[config.mk]
export PLATFORM = sky130hd
export DESIGN_NAME = mcl_slew
export DESIGN_NICKNAME = d
export VERILOG_FILES = /design/src/rtl/motion_command_limiter_unit_assert.svh /design/src/rtl/mcl_pkg.sv /design/src/rtl/mcl_slew.sv
export SDC_FILE = /design/constraint.sdc
export NUM_CORES = 1
export LEC_CHECK = 0
export BUFFER_PORTS_ARGS = -buffer_cell sky130_fd_sc_hd__buf_2
export CELL_PAD_IN_SITES_DETAIL_PLACEMENT = 0
export CELL_PAD_IN_SITES_GLOBAL_PLACEMENT = 1
export CORE_UTILIZATION = 38
export DETAILED_ROUTE_END_ITERATION = 7
export PLACE_DENSITY_LB_ADDON = 0.1
export RECOVER_POWER = 25
export SLEW_MARGIN = 25
export SYNTH_ARGS = -nofsm -noshare
export SYNTH_HDL_FRONTEND = slang
export SYNTH_SLANG_ARGS = --single-unit
[constraint.sdc]
create_clock -name vclk -period 4.5
set_input_delay 0.225 -clock vclk [all_inputs]
set_output_delay 0.225 -clock vclk [all_outputs]
set_load 0.05 [all_outputs]
[src/rtl/motion_command_limiter_unit_assert.svh]
// Assertion helpers for the motion command limiter.
// Both macros expect clk and arst_n in scope.
`ifndef MOTION_COMMAND_LIMITER_UNIT_ASSERT_SVH
`define MOTION_COMMAND_LIMITER_UNIT_ASSERT_SVH

// same-cycle implication
`define MCL_ASSERT_IMP(lbl, ante, cons, msg) \
	lbl: assert property (@(posedge clk) disable iff (!arst_n) (ante) |-> (cons)) \
		else $error(msg);

// next-cycle implication
`define MCL_ASSERT_NXT(lbl, ante, cons, msg) \
	lbl: assert property (@(posedge clk) disable iff (!arst_n) (ante) |=> (cons)) \
		else $error(msg);

`endif

[src/rtl/mcl_pkg.sv]
package mcl_pkg;

	localparam int VAL_W      = 24;
	localparam int TIME_W     = 32;
	localparam int REQ_W      = 25;
	localparam int REL_W      = 18;
	localparam int FRAC_W     = 17;
	localparam int POS_W      = 26;
	localparam int STEP_W     = 25;
	localparam int PROD_W     = VAL_W + TIME_W;
	localparam int DIVX_W     = 31;
	localparam int RECIP_W    = 32;
	localparam int QUOT_W     = DIVX_W + RECIP_W;
	localparam int RECIP_SH   = 38;
	localparam int SAT_BIT    = 34;
	localparam int RELP_W     = FRAC_W + VAL_W;

	localparam logic [TIME_W-1:0]  UPDATE_INTERVAL_MS = 32'd50;
	localparam logic [FRAC_W-1:0]  REL_ONE            = 17'h10000;
	// ceil(2^38 / 125), exact for 31-bit dividends
	localparam logic [RECIP_W-1:0] RECIP_125          = 32'd2199023256;

	localparam logic [1:0] ACT_TICK = 2'd0;
	localparam logic [1:0] ACT_ABS  = 2'd1;
	localparam logic [1:0] ACT_REL  = 2'd2;
	localparam logic [1:0] ACT_SNAP = 2'd3;

	typedef struct packed {
		logic              sat;
		logic [STEP_W-1:0] val;
	} step_t;

	typedef struct packed {
		logic             changed;
		logic [VAL_W-1:0] depth;
		logic [VAL_W-1:0] stroke;
		logic [VAL_W-1:0] len;
		logic [POS_W-1:0] pos;
		logic [VAL_W-1:0] spd;
		logic [VAL_W-1:0] acc;
		logic             crash;
	} res_t;

endpackage

[src/rtl/mcl_slew.sv]
module mcl_slew (
	input  logic [mcl_pkg::VAL_W-1:0] cur,
	input  logic [mcl_pkg::VAL_W-1:0] tgt,
	input  mcl_pkg::step_t            step,
	output logic [mcl_pkg::VAL_W-1:0] nxt_val,
	output logic                      moved
);

	logic [mcl_pkg::VAL_W-1:0] delta;

	assign delta = (cur > tgt) ? (cur - tgt) : (tgt - cur);
	assign moved = (cur != tgt);

	always_comb begin
		priority if (!moved) begin
			nxt_val = cur;
		end else if (step.sat || ({1'b0, delta} <= step.val)) begin
			nxt_val = tgt;
		end else if (cur < tgt) begin
			nxt_val = cur + step.val[mcl_pkg::VAL_W-1:0];
		end else begin
			nxt_val = cur - step.val[mcl_pkg::VAL_W-1:0];
		end
	end

endmodule

==> reports/results.tsv, run 1 <==
stage	metric	value	unit
logic_synthesis	synth_compound_area_share	36.2	%
run_status	violations	setup timing	
timing	rsz0062_at_grt	true	
job	maxCapViolCount	0	
layout	drive_gt1_share	42.4	%
routing	drc_errors	0	
routing	routed_wl	25400	um
setup_path	path_class	in2out	
worst_hold_path	hold_depth	5	
logic_synthesis	syn_inst	831	
logic_synthesis	yosysUniqueCellTypes	72	
power	peakVddDrop	0.153	mV
die	num_io_pins	99	
global_route	grt_usage	33.8	%
setup_path	startpoint_type	primary input	
setup_path	cp.depth	25	
worst_hold_path	hold_path_class	in2out	
global_route	grt_pass1_vias	7548	
placed_design	gp_congestion	0.970	
timing	slew_viol_final	0	
logic_synthesis	yosys_warnings	0	
layout	fin_cells	1352	
setup_path	critPathSlowestCell	or4b_4	
logic_synthesis	synth_nets	1003	
timing	min_period_over_period	120	%
routing	firstDrtPassIters	5	
placed_design	port_buffers	99	
die	die_h	123	um
clocking	ctsHoldBuffers	0	
placed_design	placed_cells	1329	
die	die_w	123	um
logic_synthesis	muxShareOfSynthArea	2.36	%
placed_design	dp_hpwl	21100	um
setup_path	cp_num_buf_inv	7	
die	fp-row-count	43	
routing	viasPerCell	5.69	
setup_path	cp_max_fo	7	
timing	layout_setup_ws	-0.887	ns
layout	fillers	1256	
routing	vias	7693	
setup_path	cp.required	4.28	ns
routing	drt_iter0_drc	563	
layout	stdcell_area	0.00926	sq mm
timing	relSlewSlack	52.0	%
timing	fin_crit	5.39	ns
logic_synthesis	synth_xor_xnor_area_share	9.14	%
run_status	status	complete, but fails checks	
layout	nNetsFinal	1346	
layout	num-clock-buffers	0	
layout	area_growth	66.7	%
power	leakage	4.55	nW
placed_design	place_area	0.00843	sq mm
global_route	grt_overflow	0	
timing	finalHoldViolCount	0	
die	coreArea	0.0141	sq mm
global_route	grt_first_pass_wirelength	39400	um
setup_path	end_kind	output pin	
logic_synthesis	netlist_area	0.00556	sq mm
layout	layout_common_cells	buf_4, ha_1, inv_1	
logic_synthesis	avgSynthCellArea	6.69	sq um
die	initial_core_util	39.4	%
layout	seq_cell_count	0	
timing	worst_slew_pin_slew	0.714	ns
timing	holdWs	0.930	ns
timing	max_freq	186	MHz
routing	postRouteAntennaNets	0	
power	pwr_density_cell	222	mW/mm^2
global_route	grt_max_degree	27	
logic_synthesis	yosys.area_share.simple	20.3	%
layout	diodes	0	
layout	seqCellArea	0	sq um
logic_synthesis	synth_top_family_by_area	compound AO/OA/AOI/OAI gates	
logic_synthesis	synth_adder_area_share	22.5	%
logic_synthesis	synth-seq-area-share	0	%
global_route	antenna_found_initial	0	
routing	wl_per_cell	18.8	um
die	die_area	0.0151	sq mm
timing	fin_setup_tns	-18.55	ns
setup_path	critPathTopFamily	compound AO/OA/AOI/OAI gates	
setup_path	crit_top_cell	buf_4	
setup_path	cp.arrival	5.16	ns
layout	final_common_cell	buf_4	
timing	setup_viol	24	
setup_path	crit_path_max_incr_delay	0.52	ns
per-stage QoR:
| step | total power [W] | utilization [%] | setup WS, ns |
|---|---|---|---|
| finish | 0.00205 | 65.7 | -0.887 |
| global placement | 0.00173 | 59.8 | -1.08 |
| global route | 0.00219 | 65.7 | -1.04 |
| detailed placement | 0.00177 | 59.8 | -1.11 |
| CTS | 0.00194 | 63.3 | -0.931 |
| floorplan | 0.00108 | - | -0.393 |
logic make-up (layout without fill, tap and decap cells):
group,count (synthesis),count (layout)
buf+inv,126,467
mux,13,13
simple gates,232,232
fa+ha+maj,98,98
compound gates,304,304
xor+xnor,58,58
final timing paths:
check,end,slack (ns),start
setup / recovery,nxt_val[3],-0.89,cur[13]
hold / removal,nxt_val[0],0.93,cur[0]
Yosys cell counts (4+ instances only):
library cell   n  area [sq um]
a2111oi_0      7          61.3
a211oi_1      16           120
a21o_1        39           293
a21oi_1       85           425
a31oi_1       13          81.3
a41oi_1        5          43.8
and2_1         4          25.0
and3_1        10          62.6
and4_1         4          35.0
buf_2         16          80.1
buf_4          5          37.5
clkbuf_1      16          60.1
ha_1          95          1190
inv_1         85           319
mux2i_1       12           120
nand2_1       61           229
nand2b_1      10          62.6
nand3_1        9          45.0
nand4_1       16           100
nor2_1        67           251
nor2b_1        9          56.3
nor3_1        20           100
nor4_1         5          31.3
o211ai_1      10          75.1
o21a_1        13          97.6
o21ai_0       57           285
o22ai_1        4          25.0
o31ai_1       14           105
or3_1          5          31.3
xnor2_1       49           429
xor2_1         9          78.8
layer usage:
layer / track usage, % / routed length (um) / up-vias
met3: 1.29 / 1310 / 42
met2: 52.5 / 11000 / 276
met1: 51.4 / 12600 / 3666
met5: 0 / 0 / -
li1: - / - / 3709
met4: 6.25 / 466 / 0
report_power, final:
part           switching, W  total (W)  internal (W)
Clock                     0          0             0
Sequential                0          0             0
Combinational       0.00110    0.00205      0.000955
Total               0.00110    0.00205      0.000955
timing repair:
item                                    CTS  global route
resized for setup                        98            58
setup buffers                            16            10
cloned                                    2             0
endpoints found under the setup margin   24            24
pin swaps                                31            21
area by class of cell:
class | count | area, sq um | share of cell area (%)
Multi-Input combinational cell | 705 | 5790 | 62.5
Timing Repair Buffer | 382 | 2900 | 31.3
Tap cell | 180 | 225 | 2.43
Inverter | 85 | 347 | 3.74
(Power assumes the default switching activity.)
==> run 2, diff against run 1 <==
- ABC_AREA: not set -> 1
- CORE_MARGIN: not set -> 5
- CORE_UTILIZATION: 38 -> 37
- SETUP_SLACK_MARGIN: not set -> 0.2
==> run 2 against run 1 <==
  * Fmax increased by 29%
  * First-iteration DRC count up 20%
  * Area after synthesis increased by 17%
  * Count of clock-buffer cells in the layout did not move
  * Synthesized cell count increased by 47%
  * The run now ends clean
  * Routed wire length rose by 17%
  * Worst setup slack gained 1.2 ns
  * Utilization decreased by 17 points
  * Final cell count increased by 18%
  * Die area up 34%
  * Non-clock buffer count fell by 211
  * Largest power group unchanged
  * Hold slack worse by 0.084 ns
==> reports/results.tsv, run 2 <==
stage	metric	value	unit
run_status	status	complete, no violations	
logic_synthesis	avgSynthCellArea	5.31	sq um
timing	fin_setup_tns	0	ns
layout	num-clock-buffers	0	
setup_path	startpoint	cur[11]	
die	die_w	142	um
power	pwr_density_cell	225	mW/mm^2
layout	diodes	0	
logic_synthesis	yosys_warnings	0	
routing	routed_wl	29900	um
setup_path	startpoint_type	primary input	
layout	seq_cell_count	0	
logic_synthesis	synthTopCellsByCount	nand2_1, inv_1, nor2_1	
layout	seqCellArea	0	sq um
layout	area_growth	30.3	%
logic_synthesis	synth-seq-area-share	0	%
setup_path	crit_path_max_incr_delay	0.35	ns
global_route	grt_usage	27.0	%
routing	viasPerCell	5.24	
layout	fillers	1936	
logic_synthesis	synth_top_area_cell	nand2_1	
routing	postRouteAntennaNets	0	
logic_synthesis	netlist_area	0.00649	sq mm
placed_design	port_buffers	99	
setup_path	end_kind	output pin	
logic_synthesis	synth_top_area_share	21.8	%
layout	layout_common_cells	nand2_1, inv_1, nor2_1	
power	peakVddDrop	0.200	mV
routing	drt_iter0_drc	674	
setup_path	critPathSlowestCell	ha_1	
power	leakage	4.71	nW
die	die_area	0.0203	sq mm
worst_hold_path	hp-start	cur[23]	
die	initial_core_util	37.6	%
timing	relSlewSlack	31.8	%
job	maxCapViolCount	0	
clocking	ctsHoldBuffers	0	
timing	rsz0062_at_grt	true	
die	die_h	142	um
placed_design	dp_hpwl	25200	um
logic_synthesis	yosysMostFrequentCell	nand2_1	
die	num_io_pins	99	
die	fp-row-count	48	
setup_path	path_class	in2out	
setup_path	cp.arrival	3.96	ns
die	coreArea	0.0172	sq mm
setup_path	cp_max_fo	9	
timing	fin_crit	4.19	ns
layout	final_common_cell	nand2_1	
timing	min_period_over_period	93.0	%
global_route	grt_max_degree	29	
timing	max_freq	239	MHz
logic_synthesis	syn_inst	1222	
global_route	grt_first_pass_wirelength	42900	um
timing	slew_viol_final	0	
logic_synthesis	yosysUniqueCellTypes	43	
timing	worst_slew_pin_slew	1.02	ns
routing	firstDrtPassIters	6	
worst_hold_path	hold_path_class	in2out	
setup_path	cp.required	4.28	ns
global_route	antenna_found_initial	0	
global_route	grt_overflow	0	
routing	vias	8397	
layout	fin_cells	1601	
global_route	grt_pass1_vias	7834	
timing	setup_viol	0	
layout	drive_gt1_share	23.3	%
placed_design	gp_congestion	0.938	
routing	drc_errors	0	
placed_design	placed_cells	1581	
layout	nNetsFinal	1550	
logic_synthesis	synth_nets	1394	
logic_synthesis	ys_top_cells_by_area	nand2_1, ha_1, inv_1, a21oi_1, xor2_1	
routing	wl_per_cell	18.7	um
timing	finalHoldViolCount	0	
[run 2: cell families (layout without fill, tap and decap cells)]
family | Yosys count | count (layout) | synth area share [%]
AO/OA/AOI/OAI | 209 | 209 | 17.5
XOR/XNOR | 59 | 59 | 7.96
adder cells (fa/ha/maj) | 98 | 98 | 19.2
buffers and inverters | 232 | 384 | 14.1
multiplexers | 1 | 1 | 0.154
AND/OR/NAND/NOR | 623 | 625 | 41.0
[run 2: layer usage]
metal	vias to the layer above	wire length [um]	global-route usage, %
li1	4212	-	-
met1	3803	14200	39.5
met2	345	12900	43.6
met3	37	2040	2.82
met4	0	648	3.95
met5	-	0	0
[run 2: path summary, 6_finish.rpt]
kind | end | slack [ns] | depth (start not counted)
max | nxt_val[9] | 0.31 | 26
min | nxt_val[23] | 0.85 | 4
[run 2: repair_timing]
item                                    CTS  global route
buffers inserted                          0            15
gates cloned                              0             5
resized for setup                        14           207
pin swaps                                 0            38
endpoints found under the setup margin   17            24
[run 2: worst max-delay path, delay by kind of cell]
kind / cells / cell delay [ns]
adders and majority gates: 2 / 0.65
and+or+nand+nor: 12 / 1.40
buffers and inverters: 8 / 1.04
AOI/OAI and AO/OA: 4 / 0.65
[run 2: stage by stage]
| step | worst slack (ns) | area, sq um | util, % | hold WS (ns) | power (W) |
|---|---|---|---|---|---|
| final | 0.313 | 8450 | 49.0 | 0.846 | 0.00190 |
| after global routing | 0.0248 | 8450 | 49.0 | 0.868 | 0.00206 |
| after CTS | 0.187 | 7610 | 44.2 | 0.868 | 0.00163 |
| after detailed placement | 0.0631 | 7570 | 43.9 | 0.867 | 0.00161 |
| after global placement | 0.0435 | 7570 | 43.9 | 0.871 | 0.00162 |
| after floorplan | 0.448 | 6490 | - | 0.775 | 0.00108 |
[run 2: cell type report]
class                      count  area [sq um]  area share [%]
inverter                     213           812            9.61
multi-input combinational    992          6120            72.5
timing repair buffer         171          1230            14.6
tap                          225           282            3.33
[run 2: power by group]
| part | total (W) | switching [W] | internal, W |
|---|---|---|---|
| Combinational | 0.00190 | 0.00121 | 0.000691 |
| Sequential | 0 | 0 | 0 |
| Clock | 0 | 0 | 0 |
| Total | 0.00190 | 0.00121 | 0.000691 |
==> run 3, diff against run 2 <==
- CELL_PAD_IN_SITES_DETAIL_PLACEMENT: 0 -> 1
- CELL_PAD_IN_SITES_GLOBAL_PLACEMENT: 1 -> 2
- CORE_UTILIZATION: 37 -> 27
==> run 3 against run 2 <==
  * Utilization fell by 11 points
  * Via count rose by 1.2%
  * Sequential cell count did not move
  * Final cell count rose by 7.9%
  * Power rose by 7.3%
  * Global-route usage fell by 3.4 points
  * First-iteration DRC count fell by 30%
  * Count of clock-buffer cells in the layout did not move
  * Largest cell class unchanged
  * Highest routed layer unchanged
==> reports/results.tsv, run 3 (synthesis gave the netlist of run 2 again) <==
stage	metric	value	unit
timing	finalHoldViolCount	0	
placed_design	place_area	0.00794	sq mm
timing	rsz0062_at_grt	true	
layout	final_common_cell	nand2_1	
routing	firstDrtPassIters	5	
setup_path	crit_top_cell	nand2_4	
timing	fin_crit	4.24	ns
worst_hold_path	hold_path_class	in2out	
die	die_area	0.0272	sq mm
placed_design	port_buffers	99	
layout	seq_cell_count	0	
layout	num-clock-buffers	0	
routing	drc_errors	0	
routing	vias	8494	
routing	viasPerCell	4.92	
die	die_w	165	um
routing	drt_iter0_drc	469	
setup_path	critPathSlowestCell	fa_2	
routing	wl_per_cell	19.9	um
clocking	ctsHoldBuffers	0	
layout	area_growth	38.9	%
die	die_h	165	um
die	num_io_pins	99	
die	coreArea	0.0235	sq mm
power	power_frac_seq	0	%
power	power	0.00204	W
timing	worst_slew_pin_slew	1.04	ns
power	pwr_density_cell	226	mW/mm^2
timing	max_freq	236	MHz
timing	setup_viol	0	
power	intPower	0.000756	W
power	leakage	4.94	nW
routing	postRouteAntennaNets	0	
global_route	grt_usage	23.5	%
run_status	status	complete, no violations	
global_route	grt_overflow	0	
global_route	grt_max_degree	21	
timing	relSlewSlack	30.6	%
power	swShare	62.9	%
layout	diodes	0	
setup_path	path_class	in2out	
layout	seqCellArea	0	sq um
placed_design	dp_hpwl	29700	um
power	clkPwrFrac	0	%
setup_path	crit_path_max_incr_delay	0.40	ns
setup_path	end_kind	output pin	
global_route	grt_pass1_vias	8544	
timing	min_period_over_period	94.3	%
job	maxCapViolCount	0	
timing	slew_viol_final	0	
global_route	grt_first_pass_wirelength	49400	um
layout	nNetsFinal	1582	
layout	fillers	3258	
power	peakVddDrop	0.154	mV
global_route	antenna_found_initial	0	
setup_path	cp_max_fo	9	
die	fp-row-count	56	
power	power_frac_comb	100.0	%
setup_path	cp.required	4.28	ns
routing	routed_wl	34300	um
layout	layout_common_cells	nand2_1, inv_1, buf_4	
layout	stdcell_area	0.00901	sq mm
setup_path	startpoint_type	primary input	
power	p_sw	0.00128	W
placed_design	gp_congestion	0.853	
die	initial_core_util	27.6	%
setup_path	cp.arrival	4.02	ns
layout	drive_gt1_share	25.9	%
==> run 3: cell types whose count changed in the layout (fill, tap and decap cells not counted), sizes merged <==
cell | before | now
buf | 164 | 196
clkinvlp | 1 | 0
inv | 211 | 212
==> run 3: worst max-delay path: cells and delay by family <==
family / cells / cell delay (ns)
adders and majority gates: 3 / 0.80
AOI/OAI and AO/OA: 2 / 0.19
buffers and inverters: 10 / 1.22
and+or+nand+nor: 16 / 1.55
==> run 3: cell type report <==
cell class                      instances  area, sq um  share of cell area, %
Tap cell                              319          399                   4.43
Inverter                              213          818                   9.08
Multi-Input combinational cell        992         6230                   69.1
Timing Repair Buffer                  203         1560                   17.3
==> run 3: per-stage QoR <==
step	TNS (ns)	util (%)	setup WS, ns	cells	hold slack, ns
finish	0	38.3	0.258	1727	0.841
global route	0	38.3	0.0238	1727	0.856
CTS	0	34.1	0.154	1707	0.854
detailed placement	-0.178	33.7	-0.0744	1707	0.874
global placement	-0.0968	33.7	-0.0640	1707	0.870
floorplan	0	-	0.448	1222	0.775
==> run 3: repair_timing <==
| action | CTS | global route |
|---|---|---|
| gates cloned | 0 | 6 |
| endpoints found under the setup margin | 24 | 24 |
| resized for setup | 32 | 217 |
| pin swaps | 3 | 49 |
| buffers inserted | 0 | 14 |
==> run 3: final timing paths <==
| path | from | end | slack [ns] | cells past startpoint |
|---|---|---|---|---|
| min | cur[0] | nxt_val[0] | 0.84 | 4 |
| max | cur[0] | nxt_val[15] | 0.26 | 31 |
==> run 3: power by group through the flow <==
stage	Clock [W]	Sequential, W	Combinational (W)
global placement	0	0	0.00171
global route	0	0	0.00222
floorplan	0	0	0.00108
detailed placement	0	0	0.00172
finish	0	0	0.00204
CTS	0	0	0.00175
==> run 3: layer usage <==
metal,up-vias,global-route usage (%),wire length (um)
met1,4003,34.7,17100
li1,4269,-,-
met5,-,0,0
met3,28,0.948,1320
met2,194,38.8,15300
met4,0,3.18,631
